### src/hw/rtl/dsfw_pkg.sv
`default_nettype none

package dsfw_pkg;

  // default frame length in bits
  localparam int FRAME_BITS_DEF = 16;

  // input item width of the command word before fitting to the frame
  localparam int CMD_BITS = 16;

  // operation codes carried in tuser
  localparam logic OP_WRITE = 1'b0;
  localparam logic OP_RAW   = 1'b1;

  // chip indexes
  localparam logic CHIP0 = 1'b0;
  localparam logic CHIP1 = 1'b1;

  // pin levels of one output item, lowest bit first: clock, data, select0_n, select1_n
  typedef struct packed {
    logic select1_n;
    logic select0_n;
    logic serial_data;
    logic serial_clock;
  } pins_t;

endpackage

`default_nettype wire

### src/hw/rtl/dsfw_front.sv
`default_nettype none

module dsfw_front #(
  parameter int FRAME_BITS = 16
) (
  input  wire logic                  s_tvalid,
  output logic                       s_tready,
  input  wire logic [39:0]           s_tdata,
  input  wire logic                  s_tuser,
  input  wire logic                  q_full,
  output logic                       q_push,
  output logic [FRAME_BITS-1:0]      q_word,
  output logic                       q_chip
);
  import dsfw_pkg::*;

  logic [3:0]          channel;
  logic [11:0]         dac_code;
  logic [CMD_BITS-1:0] raw_word;
  logic                raw_chip;
  logic [CMD_BITS-1:0] cmd;
  logic [31:0]         cmd_ext;

  assign channel  = s_tdata[3:0];
  assign dac_code = s_tdata[15:4];
  assign raw_word = s_tdata[31:16];
  assign raw_chip = s_tdata[32];

  // classify the item and build the command word
  always_comb begin
    unique case (s_tuser)
      OP_WRITE: begin
        cmd    = {1'b0, channel[2:0], dac_code};
        q_chip = channel[3];
      end
      OP_RAW: begin
        cmd    = raw_word;
        q_chip = raw_chip;
      end
      default: begin
        cmd    = '0;
        q_chip = CHIP0;
      end
    endcase
  end

  // zero-extend, then keep the frame's low bits
  assign cmd_ext = {{(32 - CMD_BITS){1'b0}}, cmd};
  assign q_word  = cmd_ext[FRAME_BITS-1:0];

  assign s_tready = ~q_full;
  assign q_push   = s_tvalid & ~q_full;

endmodule

`default_nettype wire

### src/hw/rtl/dsfw_queue.sv
`default_nettype none

module dsfw_queue #(
  parameter int WIDTH = 17
) (
  input  wire logic             clk,
  input  wire logic             rst,
  input  wire logic             push,
  input  wire logic [WIDTH-1:0] push_data,
  output logic                  full,
  input  wire logic             pop,
  output logic                  head_valid,
  output logic [WIDTH-1:0]      head_data
);

  // two-entry queue, head always in slot0
  logic [WIDTH-1:0] slot0;
  logic [WIDTH-1:0] slot1;
  logic [1:0]       count;
  logic             do_pop;

  assign full       = (count == 2'd2);
  assign head_valid = (count != 2'd0);
  assign head_data  = slot0;
  assign do_pop     = pop & head_valid;

  always_ff @(posedge clk) begin
    if (rst) begin
      count <= 2'd0;
    end else begin
      count <= count + {1'b0, push} - {1'b0, do_pop};
    end
  end

  always_ff @(posedge clk) begin
    if (do_pop) begin
      if (push && count == 2'd1) begin
        slot0 <= push_data;
      end else begin
        slot0 <= slot1;
      end
      if (push && count == 2'd2) begin
        slot1 <= push_data;
      end
    end else if (push) begin
      if (count == 2'd0) begin
        slot0 <= push_data;
      end else begin
        slot1 <= push_data;
      end
    end
  end

endmodule

`default_nettype wire

### src/hw/rtl/dsfw_back.sv
`default_nettype none

module dsfw_back #(
  parameter int FRAME_BITS = 16
) (
  input  wire logic                  clk,
  input  wire logic                  rst,
  input  wire logic                  edge_level,
  input  wire logic                  q_valid,
  input  wire logic [FRAME_BITS-1:0] q_word,
  input  wire logic                  q_chip,
  output logic                       q_pop,
  output logic                       m_tvalid,
  input  wire logic                  m_tready,
  output logic [7:0]                 m_tdata,
  output logic                       m_tlast
);
  import dsfw_pkg::*;

  localparam int LAST_STEP = 2 * FRAME_BITS;
  localparam int CW        = $clog2(LAST_STEP + 1);

  logic                  busy;
  logic [CW-1:0]         step;
  logic [FRAME_BITS-1:0] shift;
  logic                  adv;
  logic                  at_release;
  pins_t                 pins;

  assign adv        = ~m_tvalid | m_tready;
  assign at_release = (step == CW'(LAST_STEP));
  assign q_pop      = adv & ~busy & q_valid;

  // control
  always_ff @(posedge clk) begin
    if (rst) begin
      m_tvalid <= 1'b0;
      busy     <= 1'b0;
      step     <= '0;
    end else if (adv) begin
      if (busy) begin
        m_tvalid <= 1'b1;
        if (at_release) begin
          busy <= 1'b0;
        end
        step <= step + CW'(1);
      end else if (q_valid) begin
        m_tvalid <= 1'b1;
        busy     <= 1'b1;
        step     <= '0;
      end else begin
        m_tvalid <= 1'b0;
      end
    end
  end

  // payload
  always_ff @(posedge clk) begin
    if (adv) begin
      if (busy) begin
        if (at_release) begin
          pins.select0_n   <= 1'b1;
          pins.select1_n   <= 1'b1;
          pins.serial_clock <= edge_level;
          m_tlast          <= 1'b1;
        end else begin
          pins.serial_data  <= shift[FRAME_BITS-1];
          pins.serial_clock <= step[0] ? edge_level : ~edge_level;
          m_tlast           <= 1'b0;
          if (step[0]) begin
            shift <= {shift[FRAME_BITS-2:0], 1'b0};
          end
        end
      end else if (q_valid) begin
        shift             <= q_word;
        pins.select0_n    <= (q_chip != CHIP0);
        pins.select1_n    <= (q_chip != CHIP1);
        pins.serial_clock <= edge_level;
        pins.serial_data  <= 1'b0;
        m_tlast           <= 1'b0;
      end
    end
  end

  assign m_tdata = {4'b0000, pins};

endmodule

`default_nettype wire

### src/hw/rtl/dac_spi_frame_writer_unit.sv
`default_nettype none

// serial write engine for two dac chips on one shared clock and data line.
// each input item becomes one frame of 2*FRAME_BITS+2 output items (34 at the
// default): select asserted, two pin states per frame bit msb first (clock at
// the inverse edge level with the data, then at the edge level), then select
// released with tlast high. the back serializer emits one output item per
// cycle while m_tready allows; a two-entry queue lets the front keep
// accepting while a frame is being sent. cfg_wdata sets the clock level of
// the sampling edge (0 = falling edge); the user must see that it is written
// only while idle, as the block itself does not enforce this.
module dac_spi_frame_writer_unit #(
  parameter int FRAME_BITS = dsfw_pkg::FRAME_BITS_DEF
) (
  input  wire logic        clk,
  input  wire logic        rst,
  // configuration: sample edge level
  input  wire logic        cfg_we,
  input  wire logic        cfg_wdata,
  // input items
  input  wire logic        s_tvalid,
  output logic             s_tready,
  input  wire logic [39:0] s_tdata,  // channel[3:0], dac_code[15:4], raw_word[31:16], raw_chip[32]
  input  wire logic        s_tuser,  // operation: 0 channel write, 1 raw word
  // output items
  output logic             m_tvalid,
  input  wire logic        m_tready,
  output logic [7:0]       m_tdata,  // serial_clock[0], serial_data[1], select0_n[2], select1_n[3]
  output logic             m_tlast   // frame_end
);
  import dsfw_pkg::*;

  logic                  edge_level;
  logic                  q_full;
  logic                  q_push;
  logic [FRAME_BITS-1:0] f_word;
  logic                  f_chip;
  logic                  q_pop;
  logic                  q_valid;
  logic [FRAME_BITS:0]   q_head;

  // sampling edge level register
  always_ff @(posedge clk) begin
    if (rst) begin
      edge_level <= 1'b0;
    end else if (cfg_we) begin
      edge_level <= cfg_wdata;
    end
  end

  // front: decode the item into frame word and target chip
  dsfw_front #(
    .FRAME_BITS (FRAME_BITS)
  ) u_front (
    .s_tvalid (s_tvalid),
    .s_tready (s_tready),
    .s_tdata  (s_tdata),
    .s_tuser  (s_tuser),
    .q_full   (q_full),
    .q_push   (q_push),
    .q_word   (f_word),
    .q_chip   (f_chip)
  );

  // queue of decoded frames, chip in the top bit
  dsfw_queue #(
    .WIDTH (FRAME_BITS + 1)
  ) u_queue (
    .clk        (clk),
    .rst        (rst),
    .push       (q_push),
    .push_data  ({f_chip, f_word}),
    .full       (q_full),
    .pop        (q_pop),
    .head_valid (q_valid),
    .head_data  (q_head)
  );

  // back: serializer with registered output
  dsfw_back #(
    .FRAME_BITS (FRAME_BITS)
  ) u_back (
    .clk        (clk),
    .rst        (rst),
    .edge_level (edge_level),
    .q_valid    (q_valid),
    .q_word     (q_head[FRAME_BITS-1:0]),
    .q_chip     (q_head[FRAME_BITS]),
    .q_pop      (q_pop),
    .m_tvalid   (m_tvalid),
    .m_tready   (m_tready),
    .m_tdata    (m_tdata),
    .m_tlast    (m_tlast)
  );

endmodule

`default_nettype wire
### config.mk
export PLATFORM = sky130hd
export DESIGN_NAME = dac_spi_frame_writer_unit
export DESIGN_NICKNAME = d
export VERILOG_FILES = /design/src/hw/rtl/dsfw_pkg.sv /design/src/hw/rtl/dsfw_front.sv /design/src/hw/rtl/dsfw_queue.sv /design/src/hw/rtl/dsfw_back.sv /design/src/hw/rtl/dac_spi_frame_writer_unit.sv
export SDC_FILE = /design/constraint.sdc
export NUM_CORES = 1
export LEC_CHECK = 0
export BUFFER_PORTS_ARGS = -buffer_cell sky130_fd_sc_hd__buf_2
export CAP_MARGIN = 10
export CORE_MARGIN = 8
export CORE_UTILIZATION = 40
export DETAILED_ROUTE_END_ITERATION = 8
export GPL_ROUTABILITY_DRIVEN = 1
export PLACE_DENSITY = 0.67
export SLEW_MARGIN = 0
export SYNTH_ARGS = -nofsm -noshare
export SYNTH_HDL_FRONTEND = slang
export SYNTH_HIERARCHICAL = 1
export SYNTH_SLANG_ARGS = --single-unit
### constraint.sdc
create_clock -name clk -period 3.2 [get_ports clk]
set_clock_uncertainty 0.1 [all_clocks]
set_input_delay 0 -clock clk [delete_from_list [all_inputs] [get_ports clk]]
set_output_delay 0 -clock clk [all_outputs]
set_load 0.02 [all_outputs]
==> results.json <==
{
  "cts_tree": "yes",
  "numCtsBuffers": 9,
  "critPathLaunchType": "flip-flop",
  "rsz0062_at_grt": "no",
  "max_cap_violations": 0,
  "async_flop_share": 0,
  "syn2layout_area_growth_pct": 28.2,
  "drv_slew": 0,
  "std_cell_rows": 32,
  "start_util": 0.408,
  "synth_top_cell_area_share": 0.532,
  "path_clk_slew_ns": 0.06,
  "synth_top_area_cell": "edfxtp_1",
  "clockRootBuffer": "clkbuf_8",
  "route.detailed.drc": 0,
  "grt_pass1_wl_um": 8980,
  "hold_class": "in -> reg",
  "wire_per_inst_um": 13.7,
  "p_per_area_nw_per_um2": 665,
  "synth_area_leaders": "edfxtp_1, mux2_2, mux2_4",
  "grtUsageTotal": 0.105,
  "vdd_drop_max_mv": 0.332,
  "tightest_slew_ns": 0.847,
  "clk_latency_ns": 0.35,
  "first_pass_iters": 4,
  "syn_avg_cell_area_um2": 15.6,
  "clock_path_buffers": 2,
  "max_slew_margin": 0.435,
  "port_buffers": 46,
  "dr_total_vias": 1860,
  "drive_above_1_share": 0.408,
  "cts.sinks": 66,
  "place_hpwl_um": 3360,
  "synthDistinctLibCells": 38,
  "first_global_vias": 1971,
  "viasPerCell": 4.70,
  "syn-instance-count": 199,
  "fmax_ghz": 0.398,
  "synth-seq-cells": 66,
  "final_util": 0.523,
  "antenna_found_initial": 0,
  "ios": 58,
  "path_max_fanout": 7,
  "htreeDepth": 3,
  "crit_type": "reg -> reg",
  "fp.dieW_um": 104,
  "wirelength_um": 5420,
  "worstPathRequired_ns": 3.33,
  "dp.cells": 341,
  "instances_no_fill": 396,
  "setup.worst_path.end_class": "flip-flop",
  "grt_max_degree": 26,
  "ys_seq_area_frac": 0.603,
  "drt_iter0_drc": 57,
  "synth-edff-count": 55,
  "post-route-min-period_ns": 2.52,
  "setup_viol": 0,
  "cp_data_arrival_time_ns": 2.65,
  "diodes": 0,
  "gp_congestion": 0.762,
  "yosysWarnings": 6,
  "die_area_um2": 10800,
  "hold_viol": 0,
  "gr-total-overflow": 0,
  "drtAntennaViolNets": 0,
  "synth-main-ff-cell": "edfxtp_1",
  "core_um2": 7610,
  "fin_setup_tns_ns": 0,
  "post-route-period-util": 0.786,
  "netlist_area_um2": 3100,
  "nets": 339,
  "leakagePower_nw": 1.56,
  "cts_resized": 0,
  "die_h_um": 104,
  "status": "completed"
}
power by group:
part	internal (mW)	switching, mW	total [mW]	leakage, nW
registers	1.22	0.0575	1.28	0.610
clock network	0.433	0.309	0.742	0.105
logic	0.291	0.331	0.622	0.841
area by class of cell:
cell class	count	area [um2]
inverters	9	33.8
multi-input cells	116	1100
well taps	102	128
repair buffers	87	636
fillers	666	3630
flip-flops and latches	66	1870
clock buffers	10	128
clock inverters	6	81.3
registers in the layout, indices dropped and copies added (netlist names):
| name | cells |
|---|---|
| u_back/step | 6 |
| u_queue/head_data | 17 |
| u_back/shift | 16 |
| u_back/busy | 1 |
| u_back/m_tdata | 4 |
| edge_level | 1 |
| u_queue/slot1 | 17 |
| u_back/m_tvalid | 1 |
| u_queue/count | 2 |
| u_back/m_tlast | 1 |
what timing repair did:
item,in CTS,in global routing
buffers inserted,0,0
hold endpoints to repair,38,0
hold buffers,39,0
cells in the final DEF (no fill, tap or decap), drive strengths merged:
cell type / netlist / layout
bufinv: 0 / 2
and3: 1 / 1
a31oi: 1 / 1
inv: 9 / 9
nor4b: 3 / 3
nand3: 4 / 4
clkbuf: 0 / 10
dlygate4sd3: 0 / 39
or4: 2 / 2
a311o: 2 / 2
nor2: 5 / 5
edfxtp: 55 / 55
mux2i: 3 / 3
o21a: 1 / 1
nor2b: 6 / 6
mux2: 51 / 51
or2: 2 / 2
nand2b: 1 / 1
and2b: 1 / 1
nand4: 1 / 1
ha: 3 / 3
o211ai: 2 / 2
clkinv: 0 / 4
and2: 2 / 2
or2b: 1 / 1
buf: 11 / 48
nand2: 3 / 3
a21oi: 7 / 7
conb: 1 / 4
xor2: 1 / 1
a211oi: 1 / 1
dfxtp: 11 / 11
o31ai: 2 / 2
o21ai: 6 / 6
synth_stat cells (3+ instances only):
cell / instances
o21ai_0: 5
ha_1: 3
nand2_1: 3
a21oi_1: 7
buf_4: 5
edfxtp_1: 55
nor4b_1: 3
mux2i_1: 3
mux2_4: 19
dfxtp_1: 11
nand3_1: 4
nor2b_1: 4
mux2_2: 32
inv_1: 9
nor2_1: 4
worst paths after layout:
kind | from | end | slack, ns | cells past startpoint
setup reg to reg | u_queue/count[1] | u_queue/count[1] | 0.68 | 7
setup / recovery | u_queue/count[1] | u_queue/count[1] | 0.68 | 7
hold reg to reg | u_back/step[3] | u_back/step[3] | 0.41 | 2
hold / removal | s_tdata[8] | u_queue/head_data[4] | 0.02 | 3
logic make-up after synthesis:
kind of cell    share of synthesized area
flops                               0.603
mux                                 0.218
xor+xnor                          0.00282
buf+inv                            0.0464
compound gates                     0.0476
simple gates                       0.0686
fa+ha+maj                          0.0121
other cells                       0.00121
through the flow:
stage / hold slack, ns / cell area, um2 / power, mW / setup slack, ns
floorplan: -0.0309 / 3110 / 1.74 / 0.891
global placement: 0.147 / 3380 / 1.87 / 0.737
detailed placement: 0.159 / 3380 / 1.88 / 0.689
CTS: 0.00512 / 3980 / 2.68 / 0.678
global route: 0.00736 / 3980 / 2.78 / 0.573
finish: 0.0183 / 3980 / 2.64 / 0.685
worst max-delay path: stages, from the launching register on:
cell	delay (ns)
dfxtp_1	0.41
or2_2	0.24
or2b_1	0.30
nor2_1	0.39
mux2_2	0.39
ha_1	0.19
nor2b_1	0.13
mux2_2	0.26
layer usage:
layer  routed length [um]  share of wire  global-route usage  up-vias
li1                     -              -                   -      924
met2                 2750           0.51               0.174       39
met1                 2300           0.42               0.113      887
met5                    0              0                   0        -
met4                  144          0.027              0.0683        0
met3                  231          0.043              0.0347       10
Note: power is estimated with default switching activity, not from simulation.
